File: config.mk
export PLATFORM = sky130hd
export DESIGN_NAME = linear_move_step_planner
export DESIGN_NICKNAME = d
export VERILOG_FILES = /design/src/design/lmsp_pkg.sv /design/src/design/lmsp_mul.sv /design/src/design/lmsp_div.sv /design/src/design/lmsp_sqrt.sv /design/src/design/linear_move_step_planner.sv
export VERILOG_INCLUDE_DIRS = /design/src /design/src/design
export SDC_FILE = /design/constraint.sdc
export NUM_CORES = 2
export LEC_CHECK = 0
export BUFFER_PORTS_ARGS = -buffer_cell sky130_fd_sc_hd__buf_4
export CAP_MARGIN = 20
export CORE_MARGIN = 2
export CORE_UTILIZATION = 60
export DETAILED_ROUTE_END_ITERATION = 8
export GPL_TIMING_DRIVEN = 0
export PLACE_DENSITY_LB_ADDON = 0.05
export SLEW_MARGIN = 20
export SYNTH_ARGS = -nofsm -noshare
export SYNTH_HDL_FRONTEND = slang
export SYNTH_SLANG_ARGS = --single-unit
File: constraint.sdc
create_clock -name clk -period 13.28 [get_ports clk]
set_input_delay 0.664 -clock clk [delete_from_list [all_inputs] [get_ports clk]]
set_output_delay 0.664 -clock clk [all_outputs]
set_load 0.03 [all_outputs]
File: src/design/linear_move_step_planner_defines.svh
// assertion macros for the linear move step planner
`ifndef LINEAR_MOVE_STEP_PLANNER_DEFINES_SVH
`define LINEAR_MOVE_STEP_PLANNER_DEFINES_SVH

// same-cycle implication, disabled while in reset
`define LMSP_ASSERT_IMP(name, clk_s, rst_s, ante, cons) \
    name: assert property (@(posedge clk_s) disable iff (!rst_s) (ante) |-> (cons)) \
        else $error("planner check failed");

// next-cycle implication, disabled while in reset
`define LMSP_ASSERT_NXT(name, clk_s, rst_s, ante, cons) \
    name: assert property (@(posedge clk_s) disable iff (!rst_s) (ante) |=> (cons)) \
        else $error("planner check failed");

`endif

File: src/design/lmsp_pkg.sv
// shared types, widths and constants of the linear move step planner
`default_nettype none
package lmsp_pkg;

    localparam int NUM_AXES   = 3;
    localparam int AXIS_W     = 2;
    localparam logic [AXIS_W-1:0] AXIS_LAST = 2'd2;

    localparam int MAG_W      = 33;
    localparam int MUL_A_W    = 33;
    localparam int MUL_B_W    = 49;
    localparam int PROD_W     = MUL_A_W + MUL_B_W;
    localparam int SQ_W       = 66;
    localparam int ROOT_W     = 49;
    localparam int DIV_N_W    = 65;
    localparam int DIV_D_W    = 66;
    localparam int NUM_SHIFT  = 16;
    localparam int OUT_W      = 32;

    localparam int CFG_IDX_W  = 3;
    localparam int CFG_DATA_W = 16;

    localparam logic [CFG_IDX_W-1:0] REG_MAX_FEED = 3'd0;
    localparam logic [CFG_IDX_W-1:0] REG_FEED     = 3'd1;
    localparam logic [CFG_IDX_W-1:0] REG_MSTEPS   = 3'd2;
    localparam logic [CFG_IDX_W-1:0] REG_LEAD_X   = 3'd3;
    localparam logic [CFG_IDX_W-1:0] REG_LEAD_Y   = 3'd4;
    localparam logic [CFG_IDX_W-1:0] REG_LEAD_Z   = 3'd5;
    localparam logic [CFG_IDX_W-1:0] REG_ABS_MODE = 3'd6;

    localparam logic [CFG_DATA_W-1:0] MAX_FEED_RST = 16'd1800;
    localparam logic [CFG_DATA_W-1:0] MSTEPS_RST   = 16'd200;
    localparam logic [CFG_DATA_W-1:0] LEAD_RST     = 16'd8000;

    // 60 s per minute times 1e6 us per s over 1000 um per mm
    localparam logic [31:0] DELAY_SCALE = 32'd60000;

    typedef enum logic [1:0] {
        S_IDLE,
        S_RUN,
        S_DONE
    } state_t;

    typedef enum logic [2:0] {
        OP_SQ,
        OP_SQRT,
        OP_STEP_MUL,
        OP_STEP_DIV,
        OP_NUM_MUL,
        OP_DEN_MUL,
        OP_DLY_DIV
    } op_t;

    function automatic logic [OUT_W-1:0] sat32(input logic [DIV_N_W-1:0] q);
        logic [OUT_W-1:0] r;
        r = (|q[DIV_N_W-1:OUT_W]) ? '1 : q[OUT_W-1:0];
        return r;
    endfunction

endpackage
`default_nettype wire

File: src/design/lmsp_mul.sv
// shift-add multiplier, one multiplier bit per cycle
`default_nettype none
module lmsp_mul (
    input  logic                         clk,
    input  logic                         rst_n,
    input  logic                         start,
    input  logic [lmsp_pkg::MUL_A_W-1:0] a,
    input  logic [lmsp_pkg::MUL_B_W-1:0] b,
    output logic                         done,
    output logic [lmsp_pkg::PROD_W-1:0]  prod
);
    import lmsp_pkg::*;

    localparam int CNT_W = $clog2(MUL_B_W);

    logic [MUL_A_W-1:0] a_reg;
    logic [MUL_A_W:0]   hi_reg;
    logic [MUL_B_W-1:0] lo_reg;
    logic [CNT_W-1:0]   cnt_reg;
    logic               busy_reg;
    logic               done_reg;
    logic [MUL_A_W:0]   sum;

    assign sum = hi_reg + (lo_reg[0] ? {1'b0, a_reg} : '0);

    always_ff @(posedge clk or negedge rst_n)
    begin
        if (!rst_n)
        begin
            busy_reg <= 1'b0;
            done_reg <= 1'b0;
            cnt_reg  <= '0;
        end
        else
        begin
            done_reg <= 1'b0;
            if (start)
            begin
                busy_reg <= 1'b1;
                cnt_reg  <= CNT_W'(MUL_B_W - 1);
            end
            else if (busy_reg)
            begin
                if (cnt_reg == '0)
                begin
                    busy_reg <= 1'b0;
                    done_reg <= 1'b1;
                end
                else
                begin
                    cnt_reg <= cnt_reg - 1'b1;
                end
            end
        end
    end

    always_ff @(posedge clk)
    begin
        if (start)
        begin
            a_reg  <= a;
            hi_reg <= '0;
            lo_reg <= b;
        end
        else if (busy_reg)
        begin
            hi_reg <= {1'b0, sum[MUL_A_W:1]};
            lo_reg <= {sum[0], lo_reg[MUL_B_W-1:1]};
        end
    end

    assign done = done_reg;
    assign prod = {hi_reg[MUL_A_W-1:0], lo_reg};

endmodule
`default_nettype wire

File: src/design/lmsp_div.sv
// restoring divider, one quotient bit per cycle
`default_nettype none
module lmsp_div (
    input  logic                         clk,
    input  logic                         rst_n,
    input  logic                         start,
    input  logic [lmsp_pkg::DIV_N_W-1:0] num,
    input  logic [lmsp_pkg::DIV_D_W-1:0] den,
    output logic                         done,
    output logic [lmsp_pkg::DIV_N_W-1:0] quot
);
    import lmsp_pkg::*;

    localparam int CNT_W = $clog2(DIV_N_W);

    logic [DIV_D_W-1:0] r_reg;
    logic [DIV_N_W-1:0] q_reg;
    logic [DIV_D_W-1:0] d_reg;
    logic [CNT_W-1:0]   cnt_reg;
    logic               busy_reg;
    logic               done_reg;
    logic [DIV_D_W:0]   rem_shift;
    logic [DIV_D_W:0]   diff;
    logic               ge;

    assign rem_shift = {r_reg, q_reg[DIV_N_W-1]};
    assign diff      = rem_shift - {1'b0, d_reg};
    assign ge        = (rem_shift >= {1'b0, d_reg});

    always_ff @(posedge clk or negedge rst_n)
    begin
        if (!rst_n)
        begin
            busy_reg <= 1'b0;
            done_reg <= 1'b0;
            cnt_reg  <= '0;
        end
        else
        begin
            done_reg <= 1'b0;
            if (start)
            begin
                busy_reg <= 1'b1;
                cnt_reg  <= CNT_W'(DIV_N_W - 1);
            end
            else if (busy_reg)
            begin
                if (cnt_reg == '0)
                begin
                    busy_reg <= 1'b0;
                    done_reg <= 1'b1;
                end
                else
                begin
                    cnt_reg <= cnt_reg - 1'b1;
                end
            end
        end
    end

    always_ff @(posedge clk)
    begin
        if (start)
        begin
            r_reg <= '0;
            q_reg <= num;
            d_reg <= den;
        end
        else if (busy_reg)
        begin
            r_reg <= ge ? diff[DIV_D_W-1:0] : rem_shift[DIV_D_W-1:0];
            q_reg <= {q_reg[DIV_N_W-2:0], ge};
        end
    end

    assign done = done_reg;
    assign quot = q_reg;

endmodule
`default_nettype wire

File: src/design/lmsp_sqrt.sv
// restoring integer square root, one root bit per cycle
`default_nettype none
module lmsp_sqrt (
    input  logic                        clk,
    input  logic                        rst_n,
    input  logic                        start,
    input  logic [lmsp_pkg::SQ_W-1:0]   s,
    output logic                        done,
    output logic [lmsp_pkg::ROOT_W-1:0] root
);
    import lmsp_pkg::*;

    localparam int CNT_W = $clog2(ROOT_W);
    localparam int N_W   = 2 * ROOT_W;

    logic [N_W-1:0]    n_reg;
    logic [ROOT_W:0]   r_reg;
    logic [ROOT_W-1:0] q_reg;
    logic [CNT_W-1:0]  cnt_reg;
    logic              busy_reg;
    logic              done_reg;
    logic [ROOT_W+2:0] r_shift;
    logic [ROOT_W+2:0] trial;
    logic [ROOT_W+2:0] diff;
    logic              ge;

    assign r_shift = {r_reg, n_reg[N_W-1 -: 2]};
    assign trial   = {1'b0, q_reg, 2'b01};
    assign diff    = r_shift - trial;
    assign ge      = (r_shift >= trial);

    always_ff @(posedge clk or negedge rst_n)
    begin
        if (!rst_n)
        begin
            busy_reg <= 1'b0;
            done_reg <= 1'b0;
            cnt_reg  <= '0;
        end
        else
        begin
            done_reg <= 1'b0;
            if (start)
            begin
                busy_reg <= 1'b1;
                cnt_reg  <= CNT_W'(ROOT_W - 1);
            end
            else if (busy_reg)
            begin
                if (cnt_reg == '0)
                begin
                    busy_reg <= 1'b0;
                    done_reg <= 1'b1;
                end
                else
                begin
                    cnt_reg <= cnt_reg - 1'b1;
                end
            end
        end
    end

    always_ff @(posedge clk)
    begin
        if (start)
        begin
            // radicand is s scaled by 2^32
            n_reg <= {s, {(N_W - SQ_W){1'b0}}};
            r_reg <= '0;
            q_reg <= '0;
        end
        else if (busy_reg)
        begin
            n_reg <= {n_reg[N_W-3:0], 2'b00};
            r_reg <= ge ? diff[ROOT_W:0] : r_shift[ROOT_W:0];
            q_reg <= {q_reg[ROOT_W-2:0], ge};
        end
    end

    assign done = done_reg;
    assign root = q_reg;

endmodule
`default_nettype wire

File: src/design/linear_move_step_planner.sv
// linear move step planner top level: sequencer, per-axis registers, output register
// an item is finished and its result loaded into the output register before the next is
// accepted; twelve multiplies, six divides and one square root run in turn on three
// shared bit-serial units
// the next item is accepted while a finished result waits in the output register
// rst_n clears positions, control state and loads the configuration reset values
`default_nettype none
`include "linear_move_step_planner_defines.svh"
module linear_move_step_planner #(
    parameter int COORD_WIDTH = 24
) (
    input  logic                            clk,
    input  logic                            rst_n,
    input  logic                            cfg_we,
    input  logic [lmsp_pkg::CFG_IDX_W-1:0]  cfg_index,
    input  logic [lmsp_pkg::CFG_DATA_W-1:0] cfg_data,
    input  logic                            in_valid,
    output logic                            in_stall,
    input  logic signed [COORD_WIDTH-1:0]   target_x,
    input  logic signed [COORD_WIDTH-1:0]   target_y,
    input  logic signed [COORD_WIDTH-1:0]   target_z,
    input  logic                            rapid,
    output logic                            out_valid,
    input  logic                            out_stall,
    output logic [lmsp_pkg::OUT_W-1:0]      steps_x,
    output logic                            dir_x,
    output logic [lmsp_pkg::OUT_W-1:0]      delay_x,
    output logic [lmsp_pkg::OUT_W-1:0]      steps_y,
    output logic                            dir_y,
    output logic [lmsp_pkg::OUT_W-1:0]      delay_y,
    output logic [lmsp_pkg::OUT_W-1:0]      steps_z,
    output logic                            dir_z,
    output logic [lmsp_pkg::OUT_W-1:0]      delay_z,
    output logic                            feed_clamped
);
    import lmsp_pkg::*;

    // configuration
    logic [CFG_DATA_W-1:0] max_feed_reg;
    logic [CFG_DATA_W-1:0] feed_reg;
    logic [CFG_DATA_W-1:0] msr_reg;
    logic [CFG_DATA_W-1:0] lead_reg [NUM_AXES];
    logic                  abs_reg;

    // sequencer
    state_t            state_reg, state_next;
    op_t               op_reg, op_next;
    logic [AXIS_W-1:0] axis_reg, axis_next;
    logic              launched_reg;

    // per-move data
    logic signed [31:0]     pos_reg [NUM_AXES];
    logic [MAG_W-1:0]       mag_reg [NUM_AXES];
    logic                   dir_reg [NUM_AXES];
    logic                   clamped_reg;
    logic [MUL_A_W-1:0]     msf_reg;
    logic [SQ_W-1:0]        s_reg;
    logic [ROOT_W-1:0]      dq_reg;
    logic [SQ_W-1:0]        tmp_reg;
    logic [DIV_N_W-1:0]     num_reg;
    logic [OUT_W-1:0]       steps_reg [NUM_AXES];
    logic [OUT_W-1:0]       delay_reg [NUM_AXES];

    // output register
    logic                   out_valid_reg;
    logic [OUT_W-1:0]       out_steps_reg [NUM_AXES];
    logic [OUT_W-1:0]       out_delay_reg [NUM_AXES];
    logic                   out_dir_reg [NUM_AXES];
    logic                   out_clamped_reg;

    logic                   in_acc;
    logic                   out_load;
    logic                   mul_start, div_start, sqrt_start;
    logic                   mul_done, div_done, sqrt_done, unit_done;
    logic [MUL_A_W-1:0]     mul_a;
    logic [MUL_B_W-1:0]     mul_b;
    logic [PROD_W-1:0]      mul_prod;
    logic [DIV_N_W-1:0]     div_n;
    logic [DIV_D_W-1:0]     div_d;
    logic [DIV_N_W-1:0]     div_quot;
    logic [ROOT_W-1:0]      root;

    logic signed [COORD_WIDTH-1:0] tgt [NUM_AXES];
    logic signed [32:0]     delta [NUM_AXES];
    logic [MAG_W-1:0]       mag_new [NUM_AXES];
    logic signed [31:0]     pos_new [NUM_AXES];
    logic [CFG_DATA_W-1:0]  feed_sel;
    logic                   clamp_new;
    logic [MAG_W-1:0]       mag_sel;
    logic [CFG_DATA_W-1:0]  lead_sel;
    logic [31:0]            lead_scaled;

    assign tgt[0] = target_x;
    assign tgt[1] = target_y;
    assign tgt[2] = target_z;

    assign in_acc    = in_valid && !in_stall;
    assign unit_done = mul_done || div_done || sqrt_done;
    assign mag_sel   = mag_reg[axis_reg];
    assign lead_sel  = lead_reg[axis_reg];
    assign lead_scaled = 32'(lead_sel) * DELAY_SCALE;

    always_comb
    begin
        for (int i = 0; i < NUM_AXES; i++)
        begin
            delta[i] = abs_reg ? (33'(tgt[i]) - 33'(pos_reg[i])) : 33'(tgt[i]);
            mag_new[i] = delta[i][32] ? MAG_W'(-delta[i]) : MAG_W'(delta[i]);
            // position plus delta is the target itself in absolute mode
            pos_new[i] = abs_reg ? 32'(tgt[i]) : (pos_reg[i] + 32'(tgt[i]));
        end
    end

    always_comb
    begin
        clamp_new = 1'b0;
        if (rapid)
        begin
            feed_sel = max_feed_reg;
        end
        else if (feed_reg > max_feed_reg)
        begin
            feed_sel  = max_feed_reg;
            clamp_new = 1'b1;
        end
        else
        begin
            feed_sel = feed_reg;
        end
    end

    // configuration writes
    always_ff @(posedge clk or negedge rst_n)
    begin
        if (!rst_n)
        begin
            max_feed_reg <= MAX_FEED_RST;
            feed_reg     <= '0;
            msr_reg      <= MSTEPS_RST;
            lead_reg[0]  <= LEAD_RST;
            lead_reg[1]  <= LEAD_RST;
            lead_reg[2]  <= LEAD_RST;
            abs_reg      <= 1'b1;
        end
        else if (cfg_we)
        begin
            case (cfg_index)
                REG_MAX_FEED: max_feed_reg <= cfg_data;
                REG_FEED:     feed_reg     <= cfg_data;
                REG_MSTEPS:   msr_reg      <= cfg_data;
                REG_LEAD_X:   lead_reg[0]  <= cfg_data;
                REG_LEAD_Y:   lead_reg[1]  <= cfg_data;
                REG_LEAD_Z:   lead_reg[2]  <= cfg_data;
                REG_ABS_MODE: abs_reg      <= cfg_data[0];
                default:      ;
            endcase
        end
    end

    // next state
    always_comb
    begin
        state_next = state_reg;
        case (state_reg)
            S_IDLE:
            begin
                if (in_acc)
                    state_next = S_RUN;
            end
            S_RUN:
            begin
                if (unit_done && op_reg == OP_DLY_DIV && axis_reg == AXIS_LAST)
                    state_next = S_DONE;
            end
            S_DONE:
            begin
                if (!out_valid_reg || !out_stall)
                    state_next = S_IDLE;
            end
            default: state_next = S_IDLE;
        endcase
    end

    // state outputs
    always_comb
    begin
        in_stall   = 1'b1;
        mul_start  = 1'b0;
        div_start  = 1'b0;
        sqrt_start = 1'b0;
        out_load   = 1'b0;
        case (state_reg)
            S_IDLE: in_stall = 1'b0;
            S_RUN:
            begin
                if (!launched_reg)
                begin
                    case (op_reg)
                        OP_SQRT:                  sqrt_start = 1'b1;
                        OP_STEP_DIV, OP_DLY_DIV:  div_start  = 1'b1;
                        default:                  mul_start  = 1'b1;
                    endcase
                end
            end
            S_DONE: out_load = !out_valid_reg || !out_stall;
            default: ;
        endcase
    end

    // op sequence: squares per axis, root, then five ops per axis
    always_comb
    begin
        op_next   = op_reg;
        axis_next = axis_reg;
        case (op_reg)
            OP_SQ:
            begin
                if (axis_reg == AXIS_LAST)
                begin
                    op_next   = OP_SQRT;
                    axis_next = '0;
                end
                else
                begin
                    axis_next = axis_reg + 1'b1;
                end
            end
            OP_SQRT:     op_next = OP_STEP_MUL;
            OP_STEP_MUL: op_next = OP_STEP_DIV;
            OP_STEP_DIV: op_next = OP_NUM_MUL;
            OP_NUM_MUL:  op_next = OP_DEN_MUL;
            OP_DEN_MUL:  op_next = OP_DLY_DIV;
            OP_DLY_DIV:
            begin
                op_next = OP_STEP_MUL;
                if (axis_reg != AXIS_LAST)
                    axis_next = axis_reg + 1'b1;
            end
            default: op_next = OP_SQ;
        endcase
    end

    always_ff @(posedge clk or negedge rst_n)
    begin
        if (!rst_n)
        begin
            state_reg    <= S_IDLE;
            op_reg       <= OP_SQ;
            axis_reg     <= '0;
            launched_reg <= 1'b0;
            out_valid_reg <= 1'b0;
            pos_reg[0]   <= '0;
            pos_reg[1]   <= '0;
            pos_reg[2]   <= '0;
        end
        else
        begin
            state_reg <= state_next;
            if (in_acc)
            begin
                op_reg   <= OP_SQ;
                axis_reg <= '0;
                for (int i = 0; i < NUM_AXES; i++)
                    pos_reg[i] <= pos_new[i];
            end
            else if (unit_done)
            begin
                op_reg   <= op_next;
                axis_reg <= axis_next;
            end
            if (mul_start || div_start || sqrt_start)
                launched_reg <= 1'b1;
            else if (unit_done)
                launched_reg <= 1'b0;
            if (out_load)
                out_valid_reg <= 1'b1;
            else if (!out_stall)
                out_valid_reg <= 1'b0;
        end
    end

    // unit operands
    always_comb
    begin
        mul_a = '0;
        mul_b = '0;
        div_n = '0;
        div_d = '0;
        case (op_reg)
            OP_SQ:
            begin
                mul_a = mag_sel;
                mul_b = MUL_B_W'(mag_sel);
            end
            OP_STEP_MUL:
            begin
                mul_a = mag_sel;
                mul_b = MUL_B_W'(msr_reg);
            end
            OP_NUM_MUL:
            begin
                mul_a = MUL_A_W'(lead_scaled);
                mul_b = MUL_B_W'(dq_reg);
            end
            OP_DEN_MUL:
            begin
                mul_a = msf_reg;
                mul_b = MUL_B_W'(mag_sel);
            end
            OP_STEP_DIV:
            begin
                div_n = DIV_N_W'(tmp_reg);
                div_d = DIV_D_W'(lead_sel);
            end
            OP_DLY_DIV:
            begin
                div_n = num_reg;
                div_d = DIV_D_W'(tmp_reg);
            end
            default: ;
        endcase
    end

    // per-move datapath registers
    always_ff @(posedge clk)
    begin
        if (in_acc)
        begin
            for (int i = 0; i < NUM_AXES; i++)
            begin
                mag_reg[i] <= mag_new[i];
                dir_reg[i] <= delta[i][32];
            end
            clamped_reg <= clamp_new;
            msf_reg     <= {32'(msr_reg) * 32'(feed_sel), 1'b0};
            s_reg       <= '0;
        end
        else if (unit_done)
        begin
            case (op_reg)
                OP_SQ:       s_reg   <= s_reg + SQ_W'(mul_prod);
                OP_SQRT:     dq_reg  <= root;
                OP_STEP_MUL: tmp_reg <= SQ_W'(mul_prod);
                OP_STEP_DIV:
                    steps_reg[axis_reg] <= (mag_sel == '0) ? '0 : sat32(div_quot);
                // the 2^16 scale of the root folds into the numerator
                OP_NUM_MUL:  num_reg <= mul_prod[NUM_SHIFT +: DIV_N_W];
                OP_DEN_MUL:  tmp_reg <= SQ_W'(mul_prod);
                OP_DLY_DIV:
                    delay_reg[axis_reg] <= (mag_sel == '0) ? '0 : sat32(div_quot);
                default: ;
            endcase
        end
    end

    always_ff @(posedge clk)
    begin
        if (out_load)
        begin
            for (int i = 0; i < NUM_AXES; i++)
            begin
                out_steps_reg[i] <= steps_reg[i];
                out_delay_reg[i] <= delay_reg[i];
                out_dir_reg[i]   <= dir_reg[i];
            end
            out_clamped_reg <= clamped_reg;
        end
    end

    lmsp_mul u_mul (
        .clk   (clk),
        .rst_n (rst_n),
        .start (mul_start),
        .a     (mul_a),
        .b     (mul_b),
        .done  (mul_done),
        .prod  (mul_prod)
    );

    lmsp_div u_div (
        .clk   (clk),
        .rst_n (rst_n),
        .start (div_start),
        .num   (div_n),
        .den   (div_d),
        .done  (div_done),
        .quot  (div_quot)
    );

    lmsp_sqrt u_sqrt (
        .clk   (clk),
        .rst_n (rst_n),
        .start (sqrt_start),
        .s     (s_reg),
        .done  (sqrt_done),
        .root  (root)
    );

    assign out_valid    = out_valid_reg;
    assign steps_x      = out_steps_reg[0];
    assign steps_y      = out_steps_reg[1];
    assign steps_z      = out_steps_reg[2];
    assign delay_x      = out_delay_reg[0];
    assign delay_y      = out_delay_reg[1];
    assign delay_z      = out_delay_reg[2];
    assign dir_x        = out_dir_reg[0];
    assign dir_y        = out_dir_reg[1];
    assign dir_z        = out_dir_reg[2];
    assign feed_clamped = out_clamped_reg;

    `LMSP_ASSERT_NXT(a_accept_runs, clk, rst_n, in_acc, state_reg == S_RUN)
    `LMSP_ASSERT_IMP(a_one_unit, clk, rst_n, 1'b1, $onehot0({mul_done, div_done, sqrt_done}))
    `LMSP_ASSERT_IMP(a_done_launched, clk, rst_n, unit_done,
        state_reg == S_RUN && launched_reg)
    `LMSP_ASSERT_IMP(a_load_free, clk, rst_n, out_load, state_reg == S_DONE)

endmodule
`default_nettype wire
==> flow_metrics.tcl <==
set metrics [dict create \
    outcome "complete, no violations" \
    worstSetupStartpointType "register" \
    cts_tree "built" \
    fp.dieArea_sq_um 155000 \
    cp_max_stage_delay_ns 0.68 \
    classification_of_the_worst_setup_path "reg -> reg" \
    cts_post_setup_buffers_inserted 0 \
    rrSetupSlack_ns 2.47 \
    ys_ff_latch 1473 \
    totalNegativeSetupSlack_ns 0 \
    clock_path_buffers 3 \
    fin_nets 10703 \
    grt_first_pass_wirelength_mm 424 \
    share_of_layout_cells_above_drive_strength_1_pct 8.93 \
    io_pins 295 \
    drt-pass1-iter-count 6 \
    cts.root.buffer_cell "sky130_fd_sc_hd__clkbuf_16" \
    async_flop_share_pct 15.4 \
    placer_s_final_routability_congestion_estimate 1.02 \
    yosys_warning_count 0 \
    globalRoute.totalOverflow 0 \
    max_freq_mhz 92.5 \
    crit_buf_inv 8 \
    worst_hold_startpoint "cfg_data[2]" \
    flow.area_growth_from_synthesis_pct 12.5 \
    detail_route.vias_per_cell 6.11 \
    crit_fanout 10 \
    kind_of_path_behind_the_tightest_hold_check "in -> reg" \
    critical_path_cell_count 42 \
    effective_utilization_at_floorplan_pct 60.3 \
    worstHoldEndpoint "max_feed_reg[2]" \
    timing.critical_path.to_type "register" \
    grt_start_max_net_pins 106 \
    netlist_instances 9216 \
    remaining_drc_errors 0 \
    synth.distinct_cells 96 \
    synthMostInstantiatedCell "sky130_fd_sc_hd__nand2_1" \
    r2r_start "max_feed_reg[1]" \
    cell_class_contributing_the_biggest_share_of_worst_path_delay "adder cells" \
    cts_num_sinks 1473 \
    tightestPinTransition_ns 1.32 \
    synth.net_count 10187 \
    total_wire_length_mm 283 \
    r2r_end "msf_reg[32]" \
    finalSetupViolCount 0 \
    cts_htree_levels 4 \
    synth_area_per_cell_sq_um 9.92 \
    number_of_cts_inserted_buffers 158 \
    ys_dominant_reg_cell "sky130_fd_sc_hd__edfxtp_1" \
    critPathSlowestCell "sky130_fd_sc_hd__mux2i_1" \
    synth-edff-count 982 \
    die-height_um 394 \
    placement_rows 143 \
    finish.utilization_pct 67.8 \
    overall_global_routing_resource_usage_pct 35.8 \
    floorplan.core_area_sq_um 152000 \
    chipWidth_um 394 \
    count_of_pins_over_their_slew_limit 0 \
    largest_reg_flops 99 \
    finClkSkew_ns 0.0631 \
    count_of_antenna_violating_nets_left_after_detailed_routing 0 \
    synth_area_leader_cell "sky130_fd_sc_hd__edfxtp_1" \
    grt_pass1_vias 69837 \
    worst_setup_hold_path_clk_slew_ns 0.06 \
    min_period_over_period_pct 81.4 \
    maxSlewHeadroom_pct 12.3 \
    grt_setup_unrepaired "false" \
    netlist_top_cells_area "sky130_fd_sc_hd__edfxtp_1, sky130_fd_sc_hd__ha_1, sky130_fd_sc_hd__dfxtp_1" \
    place.port_buffers 292 \
    netlist_area_pre_place_sq_um 91400 \
    arrival_time_of_the_worst_setup_path_ns 11.38 \
    ys_seq_area_share_pct 44.3 \
    period_needed_ns 10.81 \
    maxCapViolations 0 \
    cp_data_required_time_ns 13.84 \
    worst_hold_path.num_cells 3 \
    synth_cell_count_leaders "sky130_fd_sc_hd__nand2_1, sky130_fd_sc_hd__edfxtp_1, sky130_fd_sc_hd__nor2_1" \
    worst_r2r_path_depth 42 \
    dp.final_hpwl_mm 215 \
    synthDominantCellAreaShare_pct 32.3 \
    drt-initial-drc-count 7379 \
    timing_hold_violations_final 0 \
    initial_antenna_violation_count 16 \
    routed_wire_length_per_instance_um 23.8 \
    vias 72709 \
    clkLatencyLatePin_ns 0.83 \
]
-- worst max-delay path by stage --
stage,startpoint,endpoint,slack (ns)
finish,max_feed_reg[1],msf_reg[32],2.47
floorplan,out_stall,feed_clamped,2.37
detailed placement,max_feed_reg[1],msf_reg[32],2.67
global placement,out_stall,out_delay_reg[0][2],-1.88
CTS,max_feed_reg[1],msf_reg[32],2.60
global route,max_feed_reg[1],msf_reg[32],1.94
-- final cells by class --
cell class                      count  area, sq um
Multi-Input combinational cell   6575        46600
Antenna cell                        4         10.0
Fill cell                       11886        48700
Timing Repair Buffer              356         3140
Buffer                            457         1790
Clock buffer                      207         4360
Inverter                          711         2670
Tap cell                         2030         2540
Sequential cell                  1473        40500
Clock inverter                     87         1240
-- cell families after synthesis --
family,share of synthesized area (%)
buf+inv,4.86
mux,3.53
fa+ha+maj,14.1
simple gates,13.4
compound gates,15.2
flops,44.3
xor+xnor,4.57
-- worst register-to-register path: cells and delay by family (launching register included) --
| family | cells | cell delay, ns |
|---|---|---|
| fa+ha+maj | 8 | 3.68 |
| buf+inv | 8 | 1.45 |
| mux | 1 | 0.68 |
| simple gates | 6 | 0.83 |
| xor+xnor | 1 | 0.10 |
| flops | 1 | 0.36 |
| compound gates | 18 | 3.44 |
-- per-stage QoR --
| stage | instances | setup slack (ns) | area, sq um | hold WS, ns |
|---|---|---|---|---|
| final | 11900 | 2.47 | 103000 | 0.125 |
| after global routing | 11900 | 1.94 | 103000 | 0.121 |
| after CTS | 11896 | 2.60 | 103000 | 0.0845 |
| after detailed placement | 11601 | 2.67 | 97200 | 0.405 |
| after global placement | 11538 | -1.88 | 96100 | 0.401 |
| after floorplan | 9216 | 2.37 | 91400 | 0.368 |
-- routing by layer --
| metal | track usage [%] | wire, um | vias to the layer above |
|---|---|---|---|
| met3 | 6.29 | 26400 | 528 |
| met2 | 55.6 | 126000 | 3464 |
| met1 | 50.4 | 119000 | 35251 |
| li1 | - | - | 33462 |
| met5 | 0 | 32 | - |
| met4 | 13.7 | 11600 | 4 |
-- cell usage in the layout (no fill, tap or decap), types with 73 or more instances in the layout --
cell type                   count
sky130_fd_sc_hd__a21o_1       217
sky130_fd_sc_hd__ha_1         610
sky130_fd_sc_hd__mux2i_1      188
sky130_fd_sc_hd__inv_1        698
sky130_fd_sc_hd__nand2_1     1037
sky130_fd_sc_hd__buf_4        321
sky130_fd_sc_hd__nor3_1       114
sky130_fd_sc_hd__dfxtp_1      264
sky130_fd_sc_hd__and2_1       193
sky130_fd_sc_hd__a31oi_1       74
sky130_fd_sc_hd__fa_1         264
sky130_fd_sc_hd__nor2b_1      121
sky130_fd_sc_hd__xor2_1       147
sky130_fd_sc_hd__xnor2_1      330
sky130_fd_sc_hd__o21ai_0      487
sky130_fd_sc_hd__o211ai_1      86
sky130_fd_sc_hd__dfrtp_1      201
sky130_fd_sc_hd__a21oi_1      699
sky130_fd_sc_hd__clkbuf_1     401
sky130_fd_sc_hd__clkbuf_16    163
sky130_fd_sc_hd__nand3_1      116
sky130_fd_sc_hd__a221oi_1      79
sky130_fd_sc_hd__nand4_1       81
sky130_fd_sc_hd__o21a_1        93
sky130_fd_sc_hd__nand2b_1      74
sky130_fd_sc_hd__mux2_2       117
sky130_fd_sc_hd__edfxtp_1     982
sky130_fd_sc_hd__nor2_1       713
sky130_fd_sc_hd__o21bai_1      93
sky130_fd_sc_hd__o21ai_1       73
-- repair_timing --
item | CTS | global route
hold buffers | 1 | 0
gates resized for setup | 0 | 0
endpoints found under the hold margin | 59 | 0
Power is not shown: default switching activity piles up to over one toggle a cycle in this logic, so the estimate is an artifact.
